$ cat src/sv/asrc_pkg.sv
// ----------------------------------------------------------------------------
// asrc_pkg
// Shared constants for the adaptive sample rate controller:
// stream field layout, register indexes, reset values, rates and reason codes.
// ----------------------------------------------------------------------------
package asrc_pkg;

    // input fields
    localparam int TS_W      = 64;
    localparam int LAT_W     = 64;
    localparam int STATUS_W  = 10;
    localparam int RAND_W    = 32;

    localparam int TS_LSB     = 0;
    localparam int LAT_LSB    = TS_LSB + TS_W;
    localparam int STATUS_LSB = LAT_LSB + LAT_W;
    localparam int RAND_LSB   = STATUS_LSB + STATUS_W;
    localparam int S_DATA_BITS = RAND_LSB + RAND_W;
    localparam int S_TDATA_W  = ((S_DATA_BITS + 7) / 8) * 8;

    // result fields; rate_update travels on tuser
    localparam int RATE_W    = 7;
    localparam int QPS_W     = 32;
    localparam int PCT_W     = 7;
    localparam int REASON_W  = 3;

    localparam int SAMPLED_LSB = 0;
    localparam int OLD_LSB     = 1;
    localparam int NEW_LSB     = OLD_LSB + RATE_W;
    localparam int QPS_LSB     = NEW_LSB + RATE_W;
    localparam int PCT_LSB     = QPS_LSB + QPS_W;
    localparam int REASON_LSB  = PCT_LSB + PCT_W;
    localparam int M_DATA_BITS = REASON_LSB + REASON_W;
    localparam int M_TDATA_W   = ((M_DATA_BITS + 7) / 8) * 8;

    // configuration port
    localparam int CFG_IDX_W  = 3;
    localparam int CFG_DATA_W = 32;

    localparam logic [CFG_IDX_W-1:0] CFG_WINDOW_LENGTH = 3'd0;
    localparam logic [CFG_IDX_W-1:0] CFG_LOW_QPS       = 3'd1;
    localparam logic [CFG_IDX_W-1:0] CFG_MEDIUM_QPS    = 3'd2;
    localparam logic [CFG_IDX_W-1:0] CFG_ERROR_PCT     = 3'd3;
    localparam logic [CFG_IDX_W-1:0] CFG_SLOW_LATENCY  = 3'd4;
    localparam logic [CFG_IDX_W-1:0] CFG_DEFAULT_RATE  = 3'd5;

    localparam logic [31:0]       RST_WINDOW_LENGTH = 32'd1000000000;
    localparam logic [31:0]       RST_LOW_QPS       = 32'd1000;
    localparam logic [31:0]       RST_MEDIUM_QPS    = 32'd10000;
    localparam logic [PCT_W-1:0]  RST_ERROR_PCT     = 7'd5;
    localparam logic [31:0]       RST_SLOW_LATENCY  = 32'd1000000000;
    localparam logic [RATE_W-1:0] RST_DEFAULT_RATE  = 7'd100;

    localparam logic [STATUS_W-1:0] STATUS_ERROR = 10'd400;

    localparam logic [RATE_W-1:0] RATE_ALL    = 7'd1;
    localparam logic [RATE_W-1:0] RATE_TENTH  = 7'd10;
    localparam logic [RATE_W-1:0] RATE_SPARSE = 7'd100;

    localparam logic [REASON_W-1:0] REASON_NONE     = 3'd0;
    localparam logic [REASON_W-1:0] REASON_LOW_QPS  = 3'd1;
    localparam logic [REASON_W-1:0] REASON_MED_QPS  = 3'd2;
    localparam logic [REASON_W-1:0] REASON_ERRORS   = 3'd3;
    localparam logic [REASON_W-1:0] REASON_LATENCY  = 3'd4;

    // errors*100/requests and slow*20 > requests (slow share above 5 percent)
    localparam int PCT_SCALE = 100;
    localparam int LAT_SCALE = 20;

endpackage

$ cat src/sv/adaptive_sample_rate_controller_top.sv
// ----------------------------------------------------------------------------
// adaptive_sample_rate_controller_top
// Windowed request statistics, target sampling rate selection and per-request
// sampling decision, run on one shared subtract/compare unit.
// ----------------------------------------------------------------------------
// Requests are taken one at a time; s_tready is high only in the idle state.
//   Error and slow requests skip the modulo; a request that closes a window
//   also runs the threshold compares and the restoring divide for the error
//   percentage. The 32-step modulo of the random word and the divide share
//   one subtractor.
// Reset: synchronous, active low; clears the window, counters and rates and
//   restores the register defaults.
// ----------------------------------------------------------------------------
module adaptive_sample_rate_controller_top #(
    parameter int COUNT_WIDTH = 32
) (
    input  logic                                aclk,
    input  logic                                aresetn,
    input  logic                                s_tvalid,
    output logic                                s_tready,
    // timestamp_ns, latency_ns, resp_status, random_word (zero padded)
    input  logic [asrc_pkg::S_TDATA_W-1:0]      s_tdata,
    output logic                                m_tvalid,
    input  logic                                m_tready,
    // sampled, old_rate, chosen_rate, window_qps, error_percent,
    // reason_code (zero padded)
    output logic [asrc_pkg::M_TDATA_W-1:0]      m_tdata,
    // rate_update
    output logic                                m_tuser,
    input  logic                                cfg_we,
    input  logic [asrc_pkg::CFG_IDX_W-1:0]      cfg_index,
    input  logic [asrc_pkg::CFG_DATA_W-1:0]     cfg_data
);

    localparam int CW = COUNT_WIDTH;
    localparam int UW = (CW + asrc_pkg::RATE_W > asrc_pkg::TS_W) ?
                        CW + asrc_pkg::RATE_W : asrc_pkg::TS_W;
    localparam int CNT_W = $clog2(asrc_pkg::RAND_W);
    localparam int RW = asrc_pkg::RATE_W;

    localparam logic [3:0] ST_IDLE   = 4'd0;
    localparam logic [3:0] ST_SLOW   = 4'd1;
    localparam logic [3:0] ST_ELAPSE = 4'd2;
    localparam logic [3:0] ST_ROLL   = 4'd3;
    localparam logic [3:0] ST_LOWCMP = 4'd4;
    localparam logic [3:0] ST_MEDCMP = 4'd5;
    localparam logic [3:0] ST_PREP   = 4'd6;
    localparam logic [3:0] ST_DIV    = 4'd7;
    localparam logic [3:0] ST_LAT    = 4'd8;
    localparam logic [3:0] ST_DECIDE = 4'd9;
    localparam logic [3:0] ST_COUNT  = 4'd10;
    localparam logic [3:0] ST_MOD    = 4'd11;
    localparam logic [3:0] ST_DONE   = 4'd12;

    // control state
    logic [3:0]               state_reg, state_next;
    logic [31:0]              wlen_reg, wlen_next;
    logic [31:0]              low_reg, low_next;
    logic [31:0]              med_reg, med_next;
    logic [asrc_pkg::PCT_W-1:0] pct_lim_reg, pct_lim_next;
    logic [31:0]              slow_lat_reg, slow_lat_next;
    logic [RW-1:0]            def_rate_reg, def_rate_next;
    logic [asrc_pkg::TS_W-1:0] wb_reg, wb_next;
    logic [CW-1:0]            req_reg, req_next;
    logic [CW-1:0]            err_reg, err_next;
    logic [CW-1:0]            slw_reg, slw_next;
    logic [RW-1:0]            cur_reg, cur_next;
    logic [RW-1:0]            target_reg, target_next;
    logic                     m_valid_reg, m_valid_next;
    logic [CNT_W-1:0]         cnt_reg, cnt_next;

    // payload and working registers
    logic [asrc_pkg::TS_W-1:0]   ts_reg, ts_next;
    logic [asrc_pkg::LAT_W-1:0]  latency_reg, latency_next;
    logic [asrc_pkg::RAND_W-1:0] rnd_reg, rnd_next;
    logic                        err_flag_reg, err_flag_next;
    logic                        slow_flag_reg, slow_flag_next;
    logic [asrc_pkg::TS_W-1:0]   elapsed_reg, elapsed_next;
    logic                        roll_reg, roll_next;
    logic                        low_lt_reg, low_lt_next;
    logic                        med_lt_reg, med_lt_next;
    logic                        lat_hi_reg, lat_hi_next;
    logic [UW-1:0]               num_reg, num_next;
    logic [UW-1:0]               div_reg, div_next;
    logic [UW-1:0]               slow20_reg, slow20_next;
    logic [asrc_pkg::PCT_W-1:0]  pct_reg, pct_next;
    logic [RW-1:0]               eff_reg, eff_next;
    logic [RW-1:0]               rem_reg, rem_next;
    logic                        sampled_reg, sampled_next;
    logic                        upd_reg, upd_next;
    logic [RW-1:0]               old_reg, old_next;
    logic [RW-1:0]               new_reg, new_next;
    logic [asrc_pkg::QPS_W-1:0]  qps_reg, qps_next;
    logic [asrc_pkg::PCT_W-1:0]  res_pct_reg, res_pct_next;
    logic [asrc_pkg::REASON_W-1:0] reason_reg, reason_next;
    logic [asrc_pkg::M_TDATA_W-1:0] m_data_reg, m_data_next;
    logic                        m_user_reg, m_user_next;

    // shared subtract/compare unit
    logic [UW-1:0] ua, ub;
    logic [UW:0]   udiff;
    logic          borrow;

    logic [RW:0]   rem_sh;

    assign s_tready = (state_reg == ST_IDLE);
    assign m_tvalid = m_valid_reg;
    assign m_tdata  = m_data_reg;
    assign m_tuser  = m_user_reg;

    assign rem_sh = {rem_reg, rnd_reg[asrc_pkg::RAND_W-1]};

    always_comb begin
        ua = '0;
        ub = '0;
        case (state_reg)
            ST_SLOW: begin
                ua = UW'(slow_lat_reg);
                ub = UW'(latency_reg);
            end
            ST_ELAPSE: begin
                ua = UW'(ts_reg);
                ub = UW'(wb_reg);
            end
            ST_ROLL: begin
                ua = UW'(wlen_reg);
                ub = UW'(elapsed_reg);
            end
            ST_LOWCMP: begin
                ua = UW'(req_reg);
                ub = UW'(low_reg);
            end
            ST_MEDCMP: begin
                ua = UW'(req_reg);
                ub = UW'(med_reg);
            end
            ST_DIV: begin
                ua = num_reg;
                ub = div_reg;
            end
            ST_LAT: begin
                ua = UW'(req_reg);
                ub = slow20_reg;
            end
            ST_MOD: begin
                ua = UW'(rem_sh);
                ub = UW'(eff_reg);
            end
            default: begin
                ua = '0;
                ub = '0;
            end
        endcase
    end

    assign udiff  = {1'b0, ua} - {1'b0, ub};
    assign borrow = udiff[UW];

    always_comb begin
        logic [RW-1:0]                 nr;
        logic [asrc_pkg::REASON_W-1:0] rsn;
        logic                          has;
        logic [UW-1:0]                 qps_ext;
        logic [CW-1:0]                 req_base, err_base, slw_base;
        logic [RW-1:0]                 cur_new;
        logic [RW-1:0]                 rem_new;

        state_next     = state_reg;
        wlen_next      = wlen_reg;
        low_next       = low_reg;
        med_next       = med_reg;
        pct_lim_next   = pct_lim_reg;
        slow_lat_next  = slow_lat_reg;
        def_rate_next  = def_rate_reg;
        wb_next        = wb_reg;
        req_next       = req_reg;
        err_next       = err_reg;
        slw_next       = slw_reg;
        cur_next       = cur_reg;
        target_next    = target_reg;
        m_valid_next   = m_valid_reg;
        cnt_next       = cnt_reg;
        ts_next        = ts_reg;
        latency_next   = latency_reg;
        rnd_next       = rnd_reg;
        err_flag_next  = err_flag_reg;
        slow_flag_next = slow_flag_reg;
        elapsed_next   = elapsed_reg;
        roll_next      = roll_reg;
        low_lt_next    = low_lt_reg;
        med_lt_next    = med_lt_reg;
        lat_hi_next    = lat_hi_reg;
        num_next       = num_reg;
        div_next       = div_reg;
        slow20_next    = slow20_reg;
        pct_next       = pct_reg;
        eff_next       = eff_reg;
        rem_next       = rem_reg;
        sampled_next   = sampled_reg;
        upd_next       = upd_reg;
        old_next       = old_reg;
        new_next       = new_reg;
        qps_next       = qps_reg;
        res_pct_next   = res_pct_reg;
        reason_next    = reason_reg;
        m_data_next    = m_data_reg;
        m_user_next    = m_user_reg;

        nr       = cur_reg;
        rsn      = asrc_pkg::REASON_NONE;
        has      = 1'b0;
        qps_ext  = UW'(req_reg);
        req_base = roll_reg ? '0 : req_reg;
        err_base = roll_reg ? '0 : err_reg;
        slw_base = roll_reg ? '0 : slw_reg;
        cur_new  = roll_reg ? target_reg : cur_reg;
        rem_new  = borrow ? rem_sh[RW-1:0] : udiff[RW-1:0];

        if (cfg_we) begin
            case (cfg_index)
                asrc_pkg::CFG_WINDOW_LENGTH: wlen_next     = cfg_data;
                asrc_pkg::CFG_LOW_QPS:       low_next      = cfg_data;
                asrc_pkg::CFG_MEDIUM_QPS:    med_next      = cfg_data;
                asrc_pkg::CFG_ERROR_PCT:     pct_lim_next  = cfg_data[asrc_pkg::PCT_W-1:0];
                asrc_pkg::CFG_SLOW_LATENCY:  slow_lat_next = cfg_data;
                asrc_pkg::CFG_DEFAULT_RATE:  def_rate_next = cfg_data[RW-1:0];
                default: ;
            endcase
        end

        if (m_valid_reg && m_tready) begin
            m_valid_next = 1'b0;
        end

        case (state_reg)
            ST_IDLE: begin
                if (s_tvalid) begin
                    ts_next = s_tdata[asrc_pkg::TS_LSB +: asrc_pkg::TS_W];
                    latency_next = s_tdata[asrc_pkg::LAT_LSB +: asrc_pkg::LAT_W];
                    rnd_next = s_tdata[asrc_pkg::RAND_LSB +: asrc_pkg::RAND_W];
                    err_flag_next = s_tdata[asrc_pkg::STATUS_LSB +: asrc_pkg::STATUS_W]
                                    >= asrc_pkg::STATUS_ERROR;
                    upd_next     = 1'b0;
                    old_next     = '0;
                    new_next     = '0;
                    qps_next     = '0;
                    res_pct_next = '0;
                    reason_next  = asrc_pkg::REASON_NONE;
                    state_next   = ST_SLOW;
                end
            end
            ST_SLOW: begin
                slow_flag_next = borrow;
                state_next     = ST_ELAPSE;
            end
            ST_ELAPSE: begin
                elapsed_next = udiff[asrc_pkg::TS_W-1:0];
                state_next   = ST_ROLL;
            end
            ST_ROLL: begin
                roll_next  = (wb_reg == '0) || borrow;
                state_next = ((wb_reg != '0) && borrow) ? ST_LOWCMP : ST_COUNT;
            end
            ST_LOWCMP: begin
                low_lt_next = borrow;
                state_next  = ST_MEDCMP;
            end
            ST_MEDCMP: begin
                med_lt_next = borrow;
                state_next  = ST_PREP;
            end
            ST_PREP: begin
                num_next    = UW'(err_reg) * UW'(asrc_pkg::PCT_SCALE);
                slow20_next = UW'(slw_reg) * UW'(asrc_pkg::LAT_SCALE);
                div_next    = UW'(req_reg) << (asrc_pkg::PCT_W - 1);
                pct_next    = '0;
                cnt_next    = CNT_W'(asrc_pkg::PCT_W - 1);
                // an empty window reports zero percent
                state_next  = (req_reg == '0) ? ST_LAT : ST_DIV;
            end
            ST_DIV: begin
                if (!borrow) begin
                    num_next = udiff[UW-1:0];
                end
                pct_next = {pct_reg[asrc_pkg::PCT_W-2:0], ~borrow};
                div_next = div_reg >> 1;
                cnt_next = cnt_reg - CNT_W'(1);
                if (cnt_reg == '0) begin
                    state_next = ST_LAT;
                end
            end
            ST_LAT: begin
                lat_hi_next = borrow;
                state_next  = ST_DECIDE;
            end
            ST_DECIDE: begin
                if (low_lt_reg) begin
                    if (cur_reg != asrc_pkg::RATE_ALL) begin
                        nr  = asrc_pkg::RATE_ALL;
                        rsn = asrc_pkg::REASON_LOW_QPS;
                        has = 1'b1;
                    end
                end else if (med_lt_reg) begin
                    if (cur_reg != asrc_pkg::RATE_TENTH) begin
                        nr  = asrc_pkg::RATE_TENTH;
                        rsn = asrc_pkg::REASON_MED_QPS;
                        has = 1'b1;
                    end
                end else if (pct_reg > pct_lim_reg) begin
                    if (cur_reg > asrc_pkg::RATE_TENTH) begin
                        nr  = asrc_pkg::RATE_TENTH;
                        rsn = asrc_pkg::REASON_ERRORS;
                        has = 1'b1;
                    end
                end else if (cur_reg != asrc_pkg::RATE_SPARSE) begin
                    nr  = asrc_pkg::RATE_SPARSE;
                    rsn = asrc_pkg::REASON_NONE;
                    has = 1'b1;
                end
                if (lat_hi_reg && (nr > asrc_pkg::RATE_TENTH)) begin
                    nr  = asrc_pkg::RATE_TENTH;
                    rsn = asrc_pkg::REASON_LATENCY;
                    has = 1'b1;
                end
                if (has && (nr != cur_reg)) begin
                    upd_next     = 1'b1;
                    old_next     = cur_reg;
                    new_next     = nr;
                    qps_next     = (|qps_ext[UW-1:asrc_pkg::QPS_W]) ?
                                   '1 : qps_ext[asrc_pkg::QPS_W-1:0];
                    res_pct_next = pct_reg;
                    reason_next  = rsn;
                end
                target_next = nr;
                state_next  = ST_COUNT;
            end
            ST_COUNT: begin
                if (roll_reg) begin
                    wb_next  = ts_reg;
                    cur_next = target_reg;
                end
                req_next = (req_base == '1) ? req_base : req_base + CW'(1);
                err_next = err_base;
                slw_next = slw_base;
                if (err_flag_reg) begin
                    err_next = (err_base == '1) ? err_base : err_base + CW'(1);
                end
                if (slow_flag_reg) begin
                    slw_next = (slw_base == '1) ? slw_base : slw_base + CW'(1);
                end
                eff_next = (cur_new != '0) ? cur_new : def_rate_reg;
                rem_next = '0;
                cnt_next = CNT_W'(asrc_pkg::RAND_W - 1);
                if (err_flag_reg || slow_flag_reg) begin
                    sampled_next = 1'b1;
                    state_next   = ST_DONE;
                end else if ((cur_new == '0) && (def_rate_reg == '0)) begin
                    sampled_next = 1'b0;
                    state_next   = ST_DONE;
                end else begin
                    state_next = ST_MOD;
                end
            end
            ST_MOD: begin
                // one remainder bit per cycle, random word MSB first
                rem_next = rem_new;
                rnd_next = rnd_reg << 1;
                cnt_next = cnt_reg - CNT_W'(1);
                if (cnt_reg == '0) begin
                    sampled_next = (rem_new == '0);
                    state_next   = ST_DONE;
                end
            end
            ST_DONE: begin
                // hold until the output register is free
                if (!m_valid_reg || m_tready) begin
                    m_data_next = '0;
                    m_data_next[asrc_pkg::SAMPLED_LSB] = sampled_reg;
                    m_data_next[asrc_pkg::OLD_LSB +: RW] = old_reg;
                    m_data_next[asrc_pkg::NEW_LSB +: RW] = new_reg;
                    m_data_next[asrc_pkg::QPS_LSB +: asrc_pkg::QPS_W] = qps_reg;
                    m_data_next[asrc_pkg::PCT_LSB +: asrc_pkg::PCT_W] = res_pct_reg;
                    m_data_next[asrc_pkg::REASON_LSB +: asrc_pkg::REASON_W] = reason_reg;
                    m_user_next  = upd_reg;
                    m_valid_next = 1'b1;
                    state_next   = ST_IDLE;
                end
            end
            default: begin
                state_next = ST_IDLE;
            end
        endcase
    end

    always_ff @(posedge aclk) begin
        if (!aresetn) begin
            state_reg    <= ST_IDLE;
            wlen_reg     <= asrc_pkg::RST_WINDOW_LENGTH;
            low_reg      <= asrc_pkg::RST_LOW_QPS;
            med_reg      <= asrc_pkg::RST_MEDIUM_QPS;
            pct_lim_reg  <= asrc_pkg::RST_ERROR_PCT;
            slow_lat_reg <= asrc_pkg::RST_SLOW_LATENCY;
            def_rate_reg <= asrc_pkg::RST_DEFAULT_RATE;
            wb_reg       <= '0;
            req_reg      <= '0;
            err_reg      <= '0;
            slw_reg      <= '0;
            cur_reg      <= '0;
            target_reg   <= '0;
            m_valid_reg  <= 1'b0;
            cnt_reg      <= '0;
        end else begin
            state_reg    <= state_next;
            wlen_reg     <= wlen_next;
            low_reg      <= low_next;
            med_reg      <= med_next;
            pct_lim_reg  <= pct_lim_next;
            slow_lat_reg <= slow_lat_next;
            def_rate_reg <= def_rate_next;
            wb_reg       <= wb_next;
            req_reg      <= req_next;
            err_reg      <= err_next;
            slw_reg      <= slw_next;
            cur_reg      <= cur_next;
            target_reg   <= target_next;
            m_valid_reg  <= m_valid_next;
            cnt_reg      <= cnt_next;
        end
    end

    always_ff @(posedge aclk) begin
        ts_reg        <= ts_next;
        latency_reg   <= latency_next;
        rnd_reg       <= rnd_next;
        err_flag_reg  <= err_flag_next;
        slow_flag_reg <= slow_flag_next;
        elapsed_reg   <= elapsed_next;
        roll_reg      <= roll_next;
        low_lt_reg    <= low_lt_next;
        med_lt_reg    <= med_lt_next;
        lat_hi_reg    <= lat_hi_next;
        num_reg       <= num_next;
        div_reg       <= div_next;
        slow20_reg    <= slow20_next;
        pct_reg       <= pct_next;
        eff_reg       <= eff_next;
        rem_reg       <= rem_next;
        sampled_reg   <= sampled_next;
        upd_reg       <= upd_next;
        old_reg       <= old_next;
        new_reg       <= new_next;
        qps_reg       <= qps_next;
        res_pct_reg   <= res_pct_next;
        reason_reg    <= reason_next;
        m_data_reg    <= m_data_next;
        m_user_reg    <= m_user_next;
    end

endmodule

$ cat config.mk
export PLATFORM = sky130hd
export DESIGN_NAME = adaptive_sample_rate_controller_top
export DESIGN_NICKNAME = d
export VERILOG_FILES = /design/src/sv/asrc_pkg.sv /design/src/sv/adaptive_sample_rate_controller_top.sv
export SDC_FILE = /design/constraint.sdc
export NUM_CORES = 2
export LEC_CHECK = 0
export ABC_AREA = 1
export CAP_MARGIN = 20
export CORE_AREA = 2 2 433 435
export DETAILED_ROUTE_END_ITERATION = 7
export DIE_AREA = 0 0 435 437
export DONT_BUFFER_PORTS = 1
export HOLD_SLACK_MARGIN = 0.08
export PLACE_DENSITY = 0.4
export SYNTH_ARGS = -nofsm -noshare
export SYNTH_HDL_FRONTEND = slang
export SYNTH_SLANG_ARGS = --single-unit
$ cat constraint.sdc
create_clock -name aclk -period 11.54 [get_ports aclk]
set_input_delay 0 -clock aclk [delete_from_list [all_inputs] [get_ports aclk]]
set_output_delay 0 -clock aclk [all_outputs]
set_load 0.02 [all_outputs]
==> run_summary.xml <==
<?xml version="1.0" encoding="UTF-8"?>
<metrics>
  <group name="die">
    <metric name="dieHeight" unit="um">437</metric>
    <metric name="die_x" unit="um">435</metric>
    <metric name="std_cell_rows" unit="">158</metric>
    <metric name="core_region_area" unit="um^2">185000</metric>
    <metric name="die_area" unit="um^2">190000</metric>
    <metric name="start_util" unit="">0.249</metric>
    <metric name="pin_count" unit="">283</metric>
  </group>
  <group name="yosys">
    <metric name="post_synth_num_cell_types" unit="">61</metric>
    <metric name="synth-seq-area-share" unit="">0.470</metric>
    <metric name="ys_seq_elements" unit="">830</metric>
    <metric name="synthFlopType" unit="">edfxtp_1</metric>
    <metric name="synth_enable_flop_cells" unit="">504</metric>
    <metric name="yosys_warnings" unit="">0</metric>
    <metric name="avgSynthCellArea" unit="um^2">8.21</metric>
    <metric name="post_synth_instance_area" unit="um^2">46100</metric>
    <metric name="synthCells" unit="">5614</metric>
    <metric name="post_synth_arst_share" unit="">0</metric>
  </group>
  <group name="placed_design">
    <metric name="gp_congestion" unit="">0.964</metric>
    <metric name="detailed_place_hpwl" unit="um">140000</metric>
    <metric name="placement.io_buffers" unit="">0</metric>
    <metric name="place.detailed.instances" unit="">7955</metric>
  </group>
  <group name="global_routing">
    <metric name="grt_usage" unit="">0.192</metric>
    <metric name="global_route_wire_length_before_repair" unit="um">273000</metric>
    <metric name="antenna_found_initial" unit="">6</metric>
    <metric name="grt_start_max_net_pins" unit="">246</metric>
    <metric name="grt_pass1_vias" unit="">40100</metric>
    <metric name="grt-ovfl-total" unit="">0</metric>
  </group>
  <group name="worst_setup_path">
    <metric name="worstSetupEndpointType" unit="">flop</metric>
    <metric name="worst-r2r-setup-slack" unit="ps">4700</metric>
    <metric name="critPathLaunch" unit="">state_reg[3]</metric>
    <metric name="critical_path_class" unit="">flop to flop</metric>
    <metric name="regToRegStartpoint" unit="">state_reg[3]</metric>
    <metric name="worstPathMaxFanout" unit="">57</metric>
    <metric name="data_required_time_at_the_worst_endpoint" unit="ps">11930</metric>
    <metric name="nature_of_the_critical_path_startpoint" unit="">flop</metric>
    <metric name="critical_path_arrival" unit="ps">7220</metric>
  </group>
  <group name="clock_tree">
    <metric name="clk_transition_reported_paths" unit="ps">60</metric>
    <metric name="tritoncts.num_buffers" unit="">102</metric>
    <metric name="clk-insertion-delay-late" unit="ps">780</metric>
    <metric name="clk_path_buf_depth" unit="">3</metric>
    <metric name="htree_num_levels" unit="">3</metric>
    <metric name="clock-root-buffer" unit="">clkbuf_16</metric>
    <metric name="postCtsResizedCells" unit="">0</metric>
    <metric name="post_cts_buffers" unit="">0</metric>
    <metric name="tritoncts_clock_tree" unit="">built</metric>
    <metric name="cts_hold_buf" unit="">446</metric>
    <metric name="cts.sinks" unit="">830</metric>
  </group>
  <group name="layout">
    <metric name="final_cell_mix" unit="">1221 x nand2_1, 712 x nor2_1, 610 x inv_1</metric>
    <metric name="post_route_cells_drive_above_1_share" unit="">0.0522</metric>
    <metric name="n_fill_cell" unit="">19900</metric>
    <metric name="post_layout_nonfiller_instances" unit="">8598</metric>
    <metric name="multi_input_area" unit="um^2">21300</metric>
    <metric name="final_common_cell" unit="">nand2_1</metric>
    <metric name="num-nets-final" unit="">6506</metric>
    <metric name="areaGrowthSynthToFinish" unit="%">23.4</metric>
    <metric name="regArea" unit="um^2">21700</metric>
  </group>
  <group name="timing">
    <metric name="final.min_clock_period" unit="ps">6840</metric>
    <metric name="relSlewSlack" unit="">0.224</metric>
    <metric name="setup_viol" unit="">0</metric>
    <metric name="max_slew.worst_pin.slew" unit="ps">1160</metric>
    <metric name="rsz_0062_raised_after_global_routing" unit="">false</metric>
    <metric name="post-route-period-util" unit="">0.592</metric>
    <metric name="number_of_max_slew_violations_in_the_final_report" unit="">0</metric>
    <metric name="setup_tns" unit="ps">0</metric>
    <metric name="finalClockSkew" unit="ps">58.8</metric>
    <metric name="final_hold_viol_count" unit="">0</metric>
    <metric name="fmax" unit="MHz">146</metric>
  </group>
  <group name="job">
    <metric name="cap_violations" unit="">0</metric>
  </group>
  <group name="pwr">
    <metric name="power.combinational.fraction" unit="">0.425</metric>
    <metric name="max-vdd-ir-drop" unit="mV">0.201</metric>
    <metric name="p_leak" unit="nW">22.8</metric>
    <metric name="cellInternalPower" unit="mW">7.16</metric>
    <metric name="sequentialPowerShare" unit="">0.313</metric>
    <metric name="power.switching_fraction" unit="">0.444</metric>
    <metric name="clock_power_share" unit="">0.261</metric>
    <metric name="total_power" unit="mW">12.9</metric>
    <metric name="power.density" unit="nW/um^2">226</metric>
    <metric name="net-switching-power" unit="mW">5.72</metric>
  </group>
  <group name="detailed_routing">
    <metric name="routed-via-count" unit="">40700</metric>
    <metric name="postRouteWirelength" unit="um">187000</metric>
    <metric name="avgViaCountPerCell" unit="">4.74</metric>
    <metric name="residual_drc_count" unit="">0</metric>
    <metric name="drt-pass1-iter-count" unit="">5</metric>
    <metric name="route.detailed.wl_per_inst" unit="um">21.8</metric>
    <metric name="initialDrtViolationCount" unit="">2772</metric>
    <metric name="ant_nets" unit="">0</metric>
  </group>
  <group name="min_path">
    <metric name="min_delay_src" unit="">cfg_data[4]</metric>
    <metric name="worst_hold_path_type" unit="">input pin to flop</metric>
  </group>
  <group name="run_status">
    <metric name="run_status" unit="">finished clean</metric>
  </group>
</metrics>
[synthesized netlist by cell type (all sizes together), types with 21 or more instances]
master / number / area share
nand4: 43 / 0.0058
nor2: 747 / 0.063
buf: 37 / 0.0058
nand3b: 21 / 0.0034
fa: 29 / 0.013
o21ai: 476 / 0.052
xor2: 96 / 0.018
nand3: 279 / 0.031
dfxtp: 326 / 0.14
nor4: 31 / 0.0045
inv: 627 / 0.051
nand2: 1234 / 0.10
xnor2: 29 / 0.0055
edfxtp: 504 / 0.33
a21oi: 387 / 0.042
clkbuf: 171 / 0.014
ha: 236 / 0.064
a22o: 48 / 0.0091
a221oi: 88 / 0.017
nor3: 66 / 0.0081
[layer usage]
metal	track usage	wire (um)
met5	0	0
met2	0.308	84000
met4	0.0551	5290
met3	0.0228	8210
met1	0.269	89600
[kinds of logic after synthesis]
family,Yosys count,share of synthesized area
other cells,1,0.0000814
fa+ha+maj,265,0.0767
simple gates,2451,0.221
flops,830,0.470
buf+inv,836,0.0711
xor+xnor,125,0.0238
compound gates,1106,0.137
[worst max-delay path, cell delays in order (launching register included)]
cell and delay (ps):
dfxtp_1 340, inv_1 80, nand2_1 320, nor2_4 360
buf_4 550, buf_4 650, nand2_1 150, nand2_1 190
a21oi_1 80, nand3_1 130, a221oi_1 70, ha_1 420
nand2_1 120, nor2_1 150, inv_1 110, nor2_1 240
a21oi_1 110, nand2_1 200, nand2_2 270, nand2_2 270
inv_1 230, o22ai_4 140, buf_4 460, buf_4 600
[power groups by stage]
stage | logic [mW] | clock network (mW) | registers (mW)
after floorplan | 3.28 | 0 | 3.97
after global placement | 5.22 | 0 | 4.11
after detailed placement | 5.21 | 0 | 4.11
after CTS | 5.38 | 3.45 | 4.05
after global routing | 5.93 | 3.56 | 4.06
final | 5.47 | 3.37 | 4.04
[stage by stage]
stage	instance area (um^2)	hold slack, ps	setup WS, ps	util
2_1_floorplan	46100	98.9	2870	-
3_3_place_gp	48900	98.9	4840	0.264
3_5_place_dp	48900	98.9	4820	0.264
4_1_cts	56900	89.4	4740	0.307
5_1_grt	56900	119	4400	0.307
6_report	56900	158	4700	0.307
[final cells by class]
class / count / share of cell area
multi-input cells: 3955 / 0.374
inverters: 628 / 0.0417
clock buffers: 140 / 0.0501
repair buffers: 508 / 0.0872
diodes: 4 / 0.000176
clock inverters: 53 / 0.0111
well taps: 2480 / 0.0546
flip-flops and latches: 830 / 0.381
[path summary, 6_finish.rpt]
path | endpoint | depth (start not counted)
worst max-delay path | num_reg[50] | 23
worst min-delay path | low_reg[4] | 3
worst min register to register | m_tdata[41] | 0
worst max register to register | num_reg[50] | 23
(Power assumes the default switching activity.)
